`src/airw_pkg.sv`:
```
`timescale 1ns / 1ps
// ----------------------------------------------------------------------------
// airw_pkg
// Shared types and codes for the algebraic identity rewriter.
// ----------------------------------------------------------------------------
package airw_pkg;

  localparam int NUM_VREGS_DEF = 1024;
  localparam int EPOCH_W       = 8;

  localparam logic [1:0] K_NONE = 2'd0;
  localparam logic [1:0] K_IMM  = 2'd1;
  localparam logic [1:0] K_REG  = 2'd2;

  localparam logic [4:0] F_ADD  = 5'd1;
  localparam logic [4:0] F_SUB  = 5'd2;
  localparam logic [4:0] F_MUL  = 5'd3;
  localparam logic [4:0] F_DIV  = 5'd4;
  localparam logic [4:0] F_MOD  = 5'd5;
  localparam logic [4:0] F_AND  = 5'd6;
  localparam logic [4:0] F_OR   = 5'd7;
  localparam logic [4:0] F_XOR  = 5'd8;
  localparam logic [4:0] F_SHL  = 5'd9;
  localparam logic [4:0] F_SHR  = 5'd10;
  localparam logic [4:0] F_SAR  = 5'd11;
  localparam logic [4:0] F_SDIVP = 5'd12;
  localparam logic [4:0] F_UDIVP = 5'd13;
  localparam logic [4:0] F_SMODP = 5'd14;
  localparam logic [4:0] F_UMODP = 5'd15;
  localparam logic [4:0] F_MOV  = 5'd16;
  localparam logic [4:0] F_MOVI = 5'd17;

  typedef enum logic [1:0] {
    ACT_NONE = 2'd0,
    ACT_MOVA = 2'd1,
    ACT_MOVB = 2'd2,
    ACT_ZERO = 2'd3
  } act_t;

  typedef struct packed {
    logic [4:0]         func;
    logic               narrow_width;
    logic [1:0]         a_kind;
    logic signed [63:0] a_value;
    logic [1:0]         b_kind;
    logic signed [63:0] b_value;
    logic [5:0]         pow2_exponent;
    logic               dest_valid;
    logic [9:0]         dest_reg;
    logic               block_start;
  } req_t;

  typedef struct packed {
    logic               rewritten;
    logic [4:0]         result_func;
    logic [1:0]         result_a_kind;
    logic signed [63:0] result_a_value;
    logic [1:0]         result_b_kind;
    logic signed [63:0] result_b_value;
  } rsp_t;

  typedef struct packed {
    act_t               act;
    logic [4:0]         func;
    logic [1:0]         a_kind;
    logic signed [63:0] a_value;
    logic [1:0]         b_kind;
    logic signed [63:0] b_value;
  } qent_t;

endpackage

```
`src/airw_back.sv`:
```
`timescale 1ns / 1ps
// ----------------------------------------------------------------------------
// airw_back
// Applies the chosen rewrite and holds the result register.
// ----------------------------------------------------------------------------
module airw_back (
  input  logic            clk,
  input  logic            rst,
  input  logic            q_valid,
  output logic            q_stall,
  input  airw_pkg::qent_t q_data,
  output logic            rsp_valid,
  input  logic            rsp_stall,
  output airw_pkg::rsp_t  rsp
);
  import airw_pkg::*;

  rsp_t nxt;
  logic take;

  assign q_stall = rsp_valid && rsp_stall;
  assign take    = q_valid && !q_stall;

  always_comb begin
    nxt.rewritten      = (q_data.act != ACT_NONE);
    nxt.result_func    = q_data.func;
    nxt.result_a_kind  = q_data.a_kind;
    nxt.result_a_value = q_data.a_value;
    nxt.result_b_kind  = q_data.b_kind;
    nxt.result_b_value = q_data.b_value;
    unique case (q_data.act)
      ACT_MOVA: begin
        nxt.result_func    = F_MOV;
        nxt.result_b_kind  = K_NONE;
        nxt.result_b_value = '0;
      end
      ACT_MOVB: begin
        nxt.result_func    = F_MOV;
        nxt.result_a_kind  = q_data.b_kind;
        nxt.result_a_value = q_data.b_value;
        nxt.result_b_kind  = K_NONE;
        nxt.result_b_value = '0;
      end
      ACT_ZERO: begin
        nxt.result_func    = F_MOVI;
        nxt.result_a_kind  = K_IMM;
        nxt.result_a_value = '0;
        nxt.result_b_kind  = K_NONE;
        nxt.result_b_value = '0;
      end
      default: ;
    endcase
  end

  always_ff @(posedge clk) begin
    if (take) rsp <= nxt;
  end

  always_ff @(posedge clk) begin
    if (rst) begin
      rsp_valid <= 1'b0;
    end else if (take) begin
      rsp_valid <= 1'b1;
    end else if (!rsp_stall) begin
      rsp_valid <= 1'b0;
    end
  end

endmodule
```
`config.mk`:
```
export PLATFORM = sky130hd
export DESIGN_NAME = airw_back
export DESIGN_NICKNAME = d
export VERILOG_FILES = /design/src/airw_pkg.sv /design/src/airw_back.sv
export SDC_FILE = /design/constraint.sdc
export NUM_CORES = 1
export LEC_CHECK = 0
export BUFFER_PORTS_ARGS = -buffer_cell sky130_fd_sc_hd__buf_2
export CAP_MARGIN = 5
export CELL_PAD_IN_SITES_DETAIL_PLACEMENT = 0
export CELL_PAD_IN_SITES_GLOBAL_PLACEMENT = 1
export CORE_AREA = 2 2 113 169
export CTS_CLUSTER_DIAMETER = 100
export DETAILED_ROUTE_END_ITERATION = 12
export DIE_AREA = 0 0 115 171
export PLACE_DENSITY = 0.69
export SETUP_SLACK_MARGIN = 0.4
export SYNTH_ARGS = -nofsm -noshare
export SYNTH_HDL_FRONTEND = slang
export SYNTH_SLANG_ARGS = --single-unit
export TNS_END_PERCENT = 20
```
`constraint.sdc`:
```
create_clock -name clk -period 8.3 [get_ports clk]
set_input_delay 0.83 -clock clk [delete_from_list [all_inputs] [get_ports clk]]
set_output_delay 0.83 -clock clk [all_outputs]
set_load 0.02 [all_outputs]
```
### Word level (Yosys, flattened, before mapping)

Cells that the tools add are included.

| cells by class | value |
|---|---|
| equality and inequality tests | 4 |
| multiplexer cells | 4 |
| reduce and logical (&&, ||, !) cells | 6 |

Operators by type and width:

| kind | count |
|---|---|
| $pmux 66 s2 | 1 |
| $pmux 5 s2 | 1 |
| $eq 2x2->1 const B | 2 |
| $reduce_or 3->1 | 1 |
| $eq 2x1->1 const B | 1 |
| $logic_and 1x1->1 | 2 |
| $mux 1 | 2 |
| $ne 2x1->1 const B | 1 |
| $reduce_bool 2->1 | 1 |
| $reduce_or 2->1 | 1 |
| $logic_not 1->1 | 1 |

| storage, ports and cells | value |
|---|---|
| bits in registers | 139 |
| input port bits | 143 |

### Longest topological paths before layout

| depth | value |
|---|---|
| depth after elaboration | 4 |
| mapped depth | 4 |
| gate-level depth less buffers | 3 |

### Worst setup path after synthesis

No wires, ideal clock.

| timing | value |
|---|---|
| path kind | input -> register |
| start | in rsp_stall |
| end | reg rsp[0] (netlist bit), enable pin |
| setup slack | 0.519 ns |
| cell stages on the path | 2 |
| required time | 7.649 ns |
| data arrival time | 7.130 ns |
| path buffers | 0 |
| cell sequence | and2_1 -> nor2b_1 |

| between the ends | value |
|---|---|
| cells in the longest elaborated chain, start to end | 3 |

RTL lines:

| element | RTL line | text |
|---|---|---|
| start: declaration | airw_back.sv:13 | `input logic rsp_stall,` |
| $logic_and 1x1->1 | airw_back.sv:21 | `assign q_stall = rsp_valid && rsp_stall;` |
| $logic_not 1->1 | airw_back.sv:22 | `assign take = q_valid && !q_stall;` |
| $logic_and 1x1->1 | airw_back.sv:22 |  |
| net take | airw_back.sv:19 | `logic take;` |
| end signal: assignment | airw_back.sv:56 | `if (take) rsp <= nxt;` |
| end: declaration | airw_back.sv:14 | `output airw_pkg::rsp_t rsp` |

The timed path passes the listed nets, and every way through them passes these cells.
A chain may end at the register's enable or synchronous reset.

### Worst setup path in the final report

| timing | value |
|---|---|
| start | in rsp_stall |
| end | reg rsp[39] (netlist bit), enable pin |

The elaborated chain is that of the path after synthesis.

==> out/results.ini <==
[outcome]
status=finished clean

[worst_setup_path]
depth_of_the_worst_register_to_register_path=4
worst_ep_arrival_time_ns=2.82
timing.critical_path.depth=5
path_max_fanout=72
critPathMostFrequentCell=buf_4
cp-startpoint=rsp_stall
worst-path-buf-inv=3
critical_path.cell_chain=buf_2 > and2_1 > nor2b_4 > buf_4 > buf_4
critical-path-max-stage-delay_ns=0.83
cp_capture_type=flop
crit_path_top_delay_cell=buf_4
cp_data_required_time_ns=8.32
r2r_start=rsp_valid
critical_path.startpoint_type=input port
crit_family=buffers and inverters
crit_type=input port to flop

[timing]
timing.clock.skew_ns=0.00786
final_min_period_over_clock_period=0.337
fmax_achieved_mhz=357
setup-tns-final_ns=0
timing.final.hold_violations=0
final-setup-viol-count=0
finalMaxSlewViolations=0
worst_slew_pin_tran_ns=1.15
max_slew_headroom=0.236
whs_ns=0.510
final.min_clock_period_ns=2.80
rsz0062_at_grt=false

[drt]
drc_errors=0
vias=3740
drt_iter0_markers=208
avgViaCountPerCell=4.53
routed_wl_um=14500
antenna_left=0
drt_pass1_iterations=4
wl_per_cell_um=17.6

[clock_tree]
clkLatencyLatePin_ns=0.40
cts.sinks=139
tritoncts_clock_tree=built
clock_tree.htree_level_count=4
cts_resized=0
clock_input_transition_at_the_sequential_cells_of_the_worst_setup_and_hold_paths_ns=0.06
cts_inserted_buffers=17
cts_hold_repair.buffers=0
cts-root-buf=clkbuf_16
post_cts_buffers=0
clock_tree.buffer_depth=2

[layout]
diodes=0
finalCoreUtilization=0.415
syn2layout_area_growth_pct=41.5
layout.nets=735
final_layout_size_suffix_gt1_frac=0.527
num-fill-cells=1738

[floorplanning]
chipWidth_um=115
core_area_um2=18300
initial_core_util=0.293
dieArea_um2=19700
height_of_the_die_um=171
std_cell_rows=61
ioPinCount=283

[worst_hold_path]
holdCritStartpoint=rsp_valid
hold_depth=2
hold_class=flop to flop

[grt]
grt_first_pass_wirelength_um=20900
grt_start_max_net_pins=73
grtUsageTotal=0.142
antenna_found_initial=2
globalRouteOverflowTotal=0
first_global_vias=3850

[power_and_ir_drop]
leakagePower_nw=3.33
ir_drop_worst_case_vdd_uv=119
total_power_w=0.00188
p_per_area_nw_per_um2=248

[synthesis]
seq_area_frac_synth=0.775
postSynthCellCount=309
ys_warn_count=0
ys_types=18
post_synth_arst_share=0
synth_edf_count=138
synth.most_common_cell=edfxtp_1
synth.net_count=452
yosysTopAreaCell=edfxtp_1
synth_area_per_cell_um2=17.4
netlist_top_cells_count=edfxtp_1, and2_1, a22o_1
synth-seq-cells=139
top_post_synthesis_cells_by_area=edfxtp_1, a22o_1, and2_1, buf_6, buf_2
netlist.area_leader.share=0.771
synth_top_flop_cell=edfxtp_1
post_syn_area_um2=5370

[placement]
io_buffers=282
globalplace.congestion=0.807

[run]
cap_violations=0

-- flip-flops by register name (all words and copies together) (netlist names) --
register	flops
rsp	138
rsp_valid	1
-- final timing paths --
path	end	slack, ns
worst max register to register	rsp[39]	5.72
worst min-delay path	rsp_valid	0.51
worst min register to register	rsp_valid	0.51
worst max-delay path	rsp[39]	5.50
-- routing by layer --
layer,global-route usage,up-vias,routed length [um]
met1,0.154,1805,5350
met2,0.250,156,7880
met5,0,-,13
met4,0.0623,2,297
met3,0.0468,18,964
li1,-,1759,-
-- power by group --
part	internal [W]	switching, W	total [W]
Clock	0.000536	0.000290	0.000826
Sequential	0.000829	0.0000113	0.000841
Combinational	0.0000798	0.000137	0.000217
-- layout make-up --
cell class | instances | area [um^2] | share of cell area
Sequential cell | 139 | 4160 | 0.548
Clock buffer | 18 | 429 | 0.0564
Tap cell | 220 | 275 | 0.0362
Inverter | 4 | 15.0 | 0.00197
Timing Repair Buffer | 285 | 1430 | 0.189
Clock inverter | 14 | 215 | 0.0283
Multi-Input combinational cell | 145 | 1070 | 0.141
-- cell families (layout without fill, tap and decap cells) --
group,after synthesis,after routing,share of synthesized area
buf+inv,25,321,0.0277
simple gates,77,77,0.0885
flops,139,139,0.775
compound gates,68,68,0.109
-- tightest hold or removal path, stage by stage, from the launching register on --
cell	delay, ns
dfxtp_1	0.34
a21oi_1	0.07
nor2_1	0.07
-- cells in the final DEF, fill, tap and decap left out --
cell	n
clkinv_4	1
clkinvlp_4	1
edfxtp_1	138
o21ai_1	1
a22o_1	65
nor2b_4	1
buf_2	282
nor2_4	1
dfxtp_1	1
inv_6	4
buf_4	3
and2_1	69
nor2_1	3
clkbuf_1	1
inv_2	1
a21oi_1	2
clkbuf_16	17
nand2_1	1
and2b_4	1
bufinv_16	5
or3_1	1
clkinv_2	2
clkinv_1	1
inv_1	3
-- metrics by stage --
stage	setup slack [ns]	instances	instance area [um^2]
after floorplan	0.519	309	5370
after global placement	5.16	793	6960
after detailed placement	5.08	793	6960
after CTS	5.52	825	7600
after global routing	5.37	825	7600
final	5.50	825	7600
(Power assumes the default switching activity.)
