$ cat src/airw_pkg.sv
`timescale 1ns / 1ps
// ----------------------------------------------------------------------------
// airw_pkg
// Shared types and codes for the algebraic identity rewriter.
// ----------------------------------------------------------------------------
package airw_pkg;

  localparam int NUM_VREGS_DEF = 1024;
  localparam int EPOCH_W       = 8;

  localparam logic [1:0] K_NONE = 2'd0;
  localparam logic [1:0] K_IMM  = 2'd1;
  localparam logic [1:0] K_REG  = 2'd2;

  localparam logic [4:0] F_ADD  = 5'd1;
  localparam logic [4:0] F_SUB  = 5'd2;
  localparam logic [4:0] F_MUL  = 5'd3;
  localparam logic [4:0] F_DIV  = 5'd4;
  localparam logic [4:0] F_MOD  = 5'd5;
  localparam logic [4:0] F_AND  = 5'd6;
  localparam logic [4:0] F_OR   = 5'd7;
  localparam logic [4:0] F_XOR  = 5'd8;
  localparam logic [4:0] F_SHL  = 5'd9;
  localparam logic [4:0] F_SHR  = 5'd10;
  localparam logic [4:0] F_SAR  = 5'd11;
  localparam logic [4:0] F_SDIVP = 5'd12;
  localparam logic [4:0] F_UDIVP = 5'd13;
  localparam logic [4:0] F_SMODP = 5'd14;
  localparam logic [4:0] F_UMODP = 5'd15;
  localparam logic [4:0] F_MOV  = 5'd16;
  localparam logic [4:0] F_MOVI = 5'd17;

  typedef enum logic [1:0] {
    ACT_NONE = 2'd0,
    ACT_MOVA = 2'd1,
    ACT_MOVB = 2'd2,
    ACT_ZERO = 2'd3
  } act_t;

  typedef struct packed {
    logic [4:0]         func;
    logic               narrow_width;
    logic [1:0]         a_kind;
    logic signed [63:0] a_value;
    logic [1:0]         b_kind;
    logic signed [63:0] b_value;
    logic [5:0]         pow2_exponent;
    logic               dest_valid;
    logic [9:0]         dest_reg;
    logic               block_start;
  } req_t;

  typedef struct packed {
    logic               rewritten;
    logic [4:0]         result_func;
    logic [1:0]         result_a_kind;
    logic signed [63:0] result_a_value;
    logic [1:0]         result_b_kind;
    logic signed [63:0] result_b_value;
  } rsp_t;

  typedef struct packed {
    act_t               act;
    logic [4:0]         func;
    logic [1:0]         a_kind;
    logic signed [63:0] a_value;
    logic [1:0]         b_kind;
    logic signed [63:0] b_value;
  } qent_t;

endpackage

$ cat src/airw_queue.sv
`timescale 1ns / 1ps
// ----------------------------------------------------------------------------
// airw_queue
// Two-entry queue between the front and back parts.
// ----------------------------------------------------------------------------
module airw_queue (
  input  logic            clk,
  input  logic            rst,
  input  logic            wr_valid,
  output logic            wr_stall,
  input  airw_pkg::qent_t wr_data,
  output logic            rd_valid,
  input  logic            rd_stall,
  output airw_pkg::qent_t rd_data
);
  import airw_pkg::*;

  qent_t      slots [2];
  logic       wr_ptr, rd_ptr;
  logic [1:0] count;
  logic       push, pop;

  assign wr_stall = (count == 2'd2);
  assign rd_valid = (count != 2'd0);
  assign push     = wr_valid && !wr_stall;
  assign pop      = rd_valid && !rd_stall;
  assign rd_data  = slots[rd_ptr];

  always_ff @(posedge clk) begin
    if (push) slots[wr_ptr] <= wr_data;
  end

  always_ff @(posedge clk) begin
    if (rst) begin
      wr_ptr <= 1'b0;
      rd_ptr <= 1'b0;
      count  <= '0;
    end else begin
      if (push) wr_ptr <= ~wr_ptr;
      if (pop)  rd_ptr <= ~rd_ptr;
      count <= count + 2'(push) - 2'(pop);
    end
  end

endmodule

$ cat config.mk
export PLATFORM = sky130hd
export DESIGN_NAME = airw_queue
export DESIGN_NICKNAME = d
export VERILOG_FILES = /design/src/airw_pkg.sv /design/src/airw_queue.sv
export SDC_FILE = /design/constraint.sdc
export NUM_CORES = 1
export LEC_CHECK = 0
export BUFFER_PORTS_ARGS = -buffer_cell sky130_fd_sc_hd__buf_4
export CAP_MARGIN = 0
export CORE_MARGIN = 4
export CORE_UTILIZATION = 52
export DETAILED_ROUTE_END_ITERATION = 8
export PLACE_DENSITY = 0.8
export RECOVER_POWER = 50
export SLEW_MARGIN = 25
export SYNTH_ARGS = -nofsm -noshare
export SYNTH_HDL_FRONTEND = slang
export SYNTH_SLANG_ARGS = --single-unit
$ cat constraint.sdc
create_clock -name clk -period 5.4 [get_ports clk]
set_input_delay 0.54 -clock clk [delete_from_list [all_inputs] [get_ports clk]]
set_output_delay 0.54 -clock clk [all_outputs]
set_load 0.1 [all_outputs]
### Yosys cells after proc, flatten, opt, wreduce, memory -nomap -nowiden

Memories as Yosys holds them, arrays and structs flattened. A register that Yosys moved wholly into a read port is not among the register bits.
Index checks and enable logic that the tools add are counted.

| storage, ports and cells | value |
|---|---|
| bits of input ports | 143 |
| RAM bits | 278 |
| memories | 1 |
| flip-flop bits (word level) | 4 |
| output and inout port bits | 141 |

| operators by class | value |
|---|---|
| add/subtract/negate cells | 2 |
| equal/unequal tests | 1 |
| muxes and demuxes | 4 |
| bitwise logic cells | 2 |
| reduce and logical (&&, ||, !) cells | 5 |

Memory list:

| name | depth | width | read ports | clocked after Yosys merged registers in | wr ports | RTL line | source |
|---|---|---|---|---|---|---|---|
| slots | 2 | 139 | 1 | 1 | 1 | airw_queue.sv:18 | `qent_t slots [2];` |

Operator list:

| kind | number |
|---|---|
| $mux W1 | 4 |
| $add A2 B1 Y2 | 1 |
| $eq A2 B2 Y1 const B | 1 |
| $logic_and A1 B1 Y1 | 2 |
| $logic_not A1 Y1 | 2 |
| $not A1 Y1 | 2 |
| $reduce_bool A2 Y1 | 1 |
| $sub A2 B1 Y2 | 1 |

### Depth between registers and ports, before layout

Gate-level depths: netlist of run 1.

| logic depth | value |
|---|---|
| depth after elaboration | 5 |
| gate-level depth with buffers | 8 |

### Worst setup path after synthesis of run 1

OpenSTA, ideal clock, no wires.

| path | value |
|---|---|
| path kind | reg-to-reg |
| start point | reg count[0] |
| end point | mem slots[0][0] (netlist name) (enable) |
| slack | 890 ps |
| cell stages (with the launch flop) | 5 |
| data arrival time | 4018 ps |
| setup time | 492 ps |
| cell sequence | dfxtp_1 nand2b_1 inv_1 or3_1 inv_1 |

| on the way | value |
|---|---|
| word-level cells in the longest chain between the ends | 5 |

RTL lines:

| item | RTL line | source |
|---|---|---|
| start: declaration | airw_queue.sv:20 | `logic [1:0] count;` |
| start signal: assignment | airw_queue.sv:41 | `count <= count + 2'(push) - 2'(pop);` |
| $eq A2 B2 Y1 | airw_queue.sv:23 | `assign wr_stall = (count == 2'd2);` |
| net wr_stall | airw_queue.sv:10 | `output logic wr_stall,` |
| $logic_not A1 Y1 | airw_queue.sv:25 | `assign push = wr_valid && !wr_stall;` |
| $logic_and A1 B1 Y1 | airw_queue.sv:25 |  |
| $mux W1 | airw_queue.sv:30 | `if (push) slots[wr_ptr] <= wr_data;` |
| $mux W1 (not written as such) | airw_queue.sv:30 |  |
| end: declaration | airw_queue.sv:18 |  |

The timed path passes the listed nets, and every way through them passes these cells.

==> summary.md, run 1 <==
| Metric | Value |
|---|---|
| Outcome | completed |
| Vias in the first global route | between 5,000 and 6,000 |
| Unrepaired setup endpoints after global routing | false |
| CTS resizes | 0 |
| Share of layout cells above drive strength 1 | 54.65% |
| Kind of critical path | flip-flop to output port |
| Worst skew pair latency | about 0.52 ns |
| Via count | about 5,300 |
| Grt ovf | 0 |
| Slowest cell on the critical path | dfxtp_4 |
| Worst-Margin Slew | 0.9884 ns |
| GPL Wtd Cong | about 0.75 |
| CP Launch Type | flip-flop |
| Crit path buf inv count | 2 |
| Final Hold Vio Count | 0 |
| Wire length per cell | approximately 19 microns |
| Tmin final | ~3.2 ns |
| Type of the most critical hold path | primary input to flip-flop |
| Leak | a little under 0.005 uW |
| Nets | around 910 |
| R2r startpoint | count[0]$_SDFF_PP0_ |
| CP dominant cell by count | buf_4 |
| Initial Util | a little over half |
| Setup bufs post-CTS | 0 |
| Antenna Violating Nets Remaining | 0 |
| Power per standard cell area | 625.4 nW/um^2 |
| Dpl hpwl | 13.99 mm |
| Max-Cap Viols | 0 |
| Cell Area, Synth | 10,290 sq um |
| FF+latch count, synth | about 280 |
| FP Rows | around 50 |
| Clk root buf | clkbuf_16 |
| Largest net degree at the start of global routing | approximately 110 |
| Req. time, crit path | approximately 4.9 ns |
| Critical-path cell list | buf_4, mux2_2, buf_4 |
| Netlist cell types | 18 |
| Die height | between 100 and 150 microns |
| Via/cell ratio | a little over 5 |
| CTS Buf Count | 28 |
| Maximum vdd drop | about 0.00055 V |
| Slew Viols, Final | 0 |
| CP peak stage delay | 0.78 ns |
| Synth Net Count | 605 |
| Layout Skew | approximately 0.014 ns |
| Initial antenna violation count | 1 |
| First-pass GRT wire length | 31.05 mm |
| F_max | 310.2 MHz |
| Full die area | roughly 22,000 sq um |
| Period utilisation layout | 59.70% |
| Relative slew slack | approximately a third |
| GRT Overall Usage | between 10% and 20% |
| CTS tree | built |
| Setup TNS | 0 ns |
| Core Area | slightly below 20,000 sq um |
| Arrival @ worst endpoint | roughly 2.7 ns |
| Critical path capture point type | output port |
| Area grow syn2layout | 30.12% |
| Critical path fanouts, max | approximately 50 |
| Clk sinks | 283 |
| Die X-Extent | 148.7 microns |
| R2R setup slack | roughly 2.7 ns |
| Hold path start | wr_data[132] |
| Post-route DRC | 0 |
| Final Routed Wirelength | between 20 and 25 mm |
| Ys Warns | 0 |
| TritonRoute pass-1 iters | 4 |
| Mean post-synth cell area | 22.38 sq um |
| CTS Hold Bufs | 0 |
| Gate Count Post-Synth | 460 |
| Boundary Pins | ~280 |
| Clk pin slew, worst setup/hold paths | approximately 0.06 ns |
| DR iter-0 viols | 264 |
| Final design utilization | 68.83% |
| Delay-heaviest family, CP | buffers and inverters |
| Sequential share of the synthesized area | 82.06% |
| Final setup fails | 0 |
| Port bufs | 283 |
| Max Root-Sink Buffers | 3 |
| H-tree depth | 1 |
[final timing paths]
check | endpoint | cells past startpoint
max reg2reg | slots[0][86]$_DFFE_PP_ | 5
max | rd_data[135] | 3
min | slots[1][132]$_DFFE_PP_ | 1
min reg2reg | flip-flop | 2
[cell type report]
| type | count | area, sq um |
|---|---|---|
| flip-flops and latches | 283 | 8452 |
| fillers | 1247 | 6067 |
| clock inverters | 21 | 178.9 |
| clock buffers | 31 | 733.2 |
| repair buffers | 288 | 1989 |
| inverters | 5 | 23.77 |
| well taps | 265 | 331.6 |
| multi-input cells | 157 | 1684 |
| diodes | 1 | 2.502 |
[worst register-to-register path, delay by kind of cell (launching register included)]
kind          cells  cell delay (ns)
simple gates      2             0.60
flops             1             0.35
buf+inv           3             1.41
[metal layers]
metal | vias up | GRT usage (%) | wire length, microns
met5 | - | 0 | 0
met4 | 0 | 4.758 | 442
met3 | 32 | 5.759 | 1790
met2 | 195 | 31.55 | 10540
met1 | 2620 | 21.46 | 7708
li1 | 2445 | - | -
[Yosys cell counts (all sizes together)]
library cell	n	share of area [%]
a21oi	3	0.15
and3	1	0.061
buf	15	1.4
dfxtp	5	0.97
edfxtp	278	81
ha	2	0.24
inv	5	0.18
mux2	139	15
nand2	1	0.036
nand2b	1	0.061
nor2	3	0.11
nor2b	1	0.061
o21ai	2	0.097
or3	2	0.12
xnor2	1	0.085
xor2	1	0.085
[power by group]
group          internal, uW  total [uW]  switching, uW
Sequential             2760        2860            107
Combinational           776        3630           2850
Clock                  1120        1890            768
Total                  4650        8380           3730
[stage by stage]
| stage | cells | hold slack (ns) | total power, uW | setup WS (ns) | instance area [sq um] |
|---|---|---|---|---|---|
| 2_1_floorplan | 460 | 0.4518 | 5885 | 0.8903 | 10290 |
| 3_3_place_gp | 998 | 0.4754 | 6525 | 2.647 | 12650 |
| 3_5_place_dp | 998 | 0.5169 | 6575 | 2.546 | 12650 |
| 4_1_cts | 1050 | 0.1761 | 8462 | 2.132 | 13570 |
| 5_1_grt | 1051 | 0.1854 | 8656 | 2.047 | 13400 |
| 6_report | 1051 | 0.2198 | 8378 | 2.176 | 13400 |
[logic make-up after synthesis]
kind of cell | after synthesis | synth area share (%)
mux | 139 | 15.20
compound gates | 5 | 0.2430
xor+xnor | 2 | 0.1702
buf+inv | 20 | 1.629
flops | 283 | 82.06
simple gates | 9 | 0.4497
fa+ha+maj | 2 | 0.2430
[layout by cell type, fill, tap and decap left out]
cell type,n
clkinv_2,11
clkbuf_4,93
or3_1,2
ha_1,2
clkinv_1,5
nand2b_1,1
nand2_1,1
dfxtp_1,4
xor2_1,1
nor2_1,3
o21ai_0,2
inv_6,1
mux2_2,139
and3_4,1
clkbuf_16,29
diode_2,1
buf_4,149
buf_1,1
nor2b_1,1
inv_1,4
edfxtp_1,278
dfxtp_4,1
clkinvlp_4,2
clkbuf_1,47
bufinv_16,3
xnor2_1,1
a21oi_1,3
[flip-flops by register name (all words and copies together) (netlist names), named ones only]
name    flops
wr_ptr      1
count       2
slots     278
rd_ptr      1
(Power assumes the default switching activity.)
==> run 2, diff against run 1 <==
Settings changed: CORE_UTILIZATION 52 to 47, PLACE_DENSITY 0.8 to 0.77.
Clock period 5.4 ns to 2.7 ns, I/O delays scaled along.
==> run 2 against run 1 <==
Compared with the run above:
- the flow now finishes with violations (capacitance limit, slew limit)
- core utilization up 0.88 points
- cell area up 11%
- die area up 10%
- sequential share of layout area down 6.1 points
- clock power up 96%
- largest cell class unchanged
- largest power group unchanged
==> summary.md, run 2 (synthesis results as in run 1) <==
| Metric | Value |
|---|---|
| Outcome | complete, but fails checks |
| Failing checks | capacitance limit, slew limit |
| Sw frac | 44.63% (+0.15 points) |
| Via count | 6,024 (+14%) |
| CTS resizes | 0 (unchanged) |
| Critical path fanouts, max | 60 (+18%) |
| Multi-input logic area | 1689 sq um (+0.30%) |
| Share of layout cells above drive strength 1 | 46.00% (-8.6 points) |
| Power per standard cell area | 1144 nW/um^2 (+83%) |
| Worst skew pair latency | 0.52 ns (about the same) |
| FP Rows | 53 (+3.9%) |
| Slowest cell on the critical path | clkbuf_2 |
| Critical path capture point type | flip-flop |
| Leak | 0.005450 uW (+12%) |
| Fillers | 1,313 (+5.3%) |
| Antenna Violating Nets Remaining | 0 (unchanged) |
| Initial Util | 48.36% (-4.5 points) |
| Clk pin slew, worst setup/hold paths | 0.06 ns (about the same) |
| Final Routed Wirelength | 24.13 mm (+18%) |
| Die height | 156 microns (+4.9%) |
| Area grow syn2layout | 44.14% |
| Commonest non-fill, non-tap cell in the layout | edfxtp_1 |
| Nets | 1,049 (+16%) |
| Clk network pwr share | 21.8% (-0.7 points) |
| Dpl hpwl | 14.10 mm (+0.78%) |
| Boundary Pins | 284 (unchanged) |
| GRT Overall Usage | 18.97% (+1.0 points) |
| First-pass GRT wire length | 36.02 mm (+16%) |
| Critical-path cell list | nand2b_1, and3_4, clkbuf_2 |
| Port bufs | 283 (unchanged) |
| Type of the most critical hold path | primary input to flip-flop |
| Unrepaired setup endpoints after global routing | false |
| P_int | 9400 uW (+100%) |
| DR iter-0 viols | 210 (-20%) |
| Max Root-Sink Buffers | 3 (unchanged) |
| Number of flip-flops in the largest register | 278 (unchanged) |
| Post-route DRC | 0 (unchanged) |
| Arrival @ worst endpoint | 2.50 ns (-0.18 ns) |
| CTS Buf Count | 28 (unchanged) |
| Most flops, register | slots |
| TritonRoute pass-1 iters | 4 (unchanged) |
| Crit path buf inv count | 1 (-1) |
| Vias in the first global route | 6,723 (+16%) |
| Final setup fails | 0 (unchanged) |
| Sequential Power Share | 33.6% (-0.6 points) |
| CTS tree | built |
| F_max | roughly 420 MHz |
| Final design utilization | 69.71% (+0.88 points) |
| Clk sinks | 283 (unchanged) |
| Initial antenna violation count | 3 (+2) |
| Delay-heaviest family, CP | buffers and inverters |
| Clk root buf | clkbuf_16 |
| Max-Cap Viols | 1 (+1) |
| Maximum vdd drop | 0.001179 V (+110%) |
| Worst-Margin Slew | 1.595 ns (+0.6064 ns) |
| Via/cell ratio | 5.003 (-0.63%) |
| Final worst slack | 0.3073 ns (-1.869 ns) |
| Wire length per cell | 20.04 microns (+2.8%) |
| Worst slack, placed | 0.8280 ns (-1.718 ns) |
| Relative slew slack | -6.321% (-40 points) |
| Final Hold Vio Count | 0 (unchanged) |
| Largest net degree at the start of global routing | 84 (-21%) |
| Core Area | 21,290 sq um (+9.4%) |
| H-tree depth | 1 (unchanged) |
| Comb pwr share | 44.6% (+1.3 points) |
| Switching pwr | 7576 uW (+100%) |
| Req. time, crit path | 2.81 ns (-2.05 ns) |
| Full die area | 24,340 sq um (+10%) |
| CP peak stage delay | 1.13 ns (+0.35 ns) |
| Setup TNS | 0 ns (unchanged) |
| Seq. cell area | 8452 sq um (unchanged) |
| Grt ovf | 0 (unchanged) |
| Slew Viols, Final | 61 (+61) |
| CP Launch Type | flip-flop |
| Period utilisation layout | between 80% and 90% |
| GPL Wtd Cong | 0.7688 (+2.7%) |
| Largest regs | slots x278, count x2 |
| Layout Skew | 0.009612 ns (-0.004675 ns) |
| Tmin final | 2.393 ns |
| Kind of critical path | flip-flop to flip-flop |
| Die X-Extent | 156 microns (+4.9%) |
| Commonest cells after routing, fill and taps aside | 278 x edfxtp_1, 144 x buf_4, 140 x dlygate4sd3_1, 139 x mux2_2, 93 x clkbuf_4 |
==> run 2: what timing repair did <==
action / CTS / global route
endpoints found under the hold margin: 283 / 0
hold buffers: 140 / 0
endpoints found under the setup margin: 0 / 0
buffers inserted: 0 / 0
==> run 2: cell type report <==
| class | count | area share (%) |
|---|---|---|
| clock inverter | 17 | 0.8769 |
| inverter | 5 | 0.1771 |
| clock buffer | 35 | 5.042 |
| multi-input combinational | 157 | 11.38 |
| timing repair buffer | 429 | 23.20 |
| antenna | 3 | 0.05059 |
| sequential | 283 | 56.96 |
| tap | 275 | 2.319 |
==> run 2: through the flow <==
stage	total power, uW	instances	hold slack [ns]	instance area (sq um)
5_1_grt	17500	1204	0.04954	14840
3_3_place_gp	13130	1009	0.4543	12770
4_1_cts	17080	1201	0.02341	15050
2_1_floorplan	11760	460	0.3342	10320
3_5_place_dp	13220	1009	0.4575	12770
6_report	16980	1204	0.05782	14840
==> run 2: per-layer routing <==
layer  share of wire, %  routed length, microns  track usage [%]  vias up
met5                  0                       0                0        -
met4                3.0                     730            5.919        0
met3                6.4                    1547            4.605       51
met2                 54                   13000            34.98      258
met1                 37                    8853            21.74     2986
li1                   -                       -                -     2729
==> run 2: final timing paths <==
path	from	end	slack (ns)	cells past startpoint
hold reg to reg	wr_ptr$_SDFFE_PP0N_	wr_ptr$_SDFFE_PP0N_	0.50	2
setup reg to reg	count[0]$_SDFF_PP0_	slots[1][62]$_DFFE_PP_	0.31	3
setup / recovery	count[0]$_SDFF_PP0_	slots[1][62]$_DFFE_PP_	0.31	3
hold / removal	rd_stall	rd_ptr$_SDFFE_PP0P_	0.06	3
==> run 2: worst reg2reg max path, cell delays in order (launching register included) <==
cell and delay (ns):
dfxtp_1 0.37, nand2b_1 0.21, and3_4 0.21, clkbuf_2 1.13
==> run 2: power by group through the flow <==
| stage | registers (uW) | logic (uW) | clock network [uW] |
|---|---|---|---|
| CTS | 5690 | 7640 | 3760 |
| global route | 5750 | 7770 | 3980 |
| finish | 5710 | 7570 | 3700 |
| detailed placement | 5780 | 7440 | 0 |
| global placement | 5740 | 7390 | 0 |
| floorplan | 5720 | 6030 | 0 |
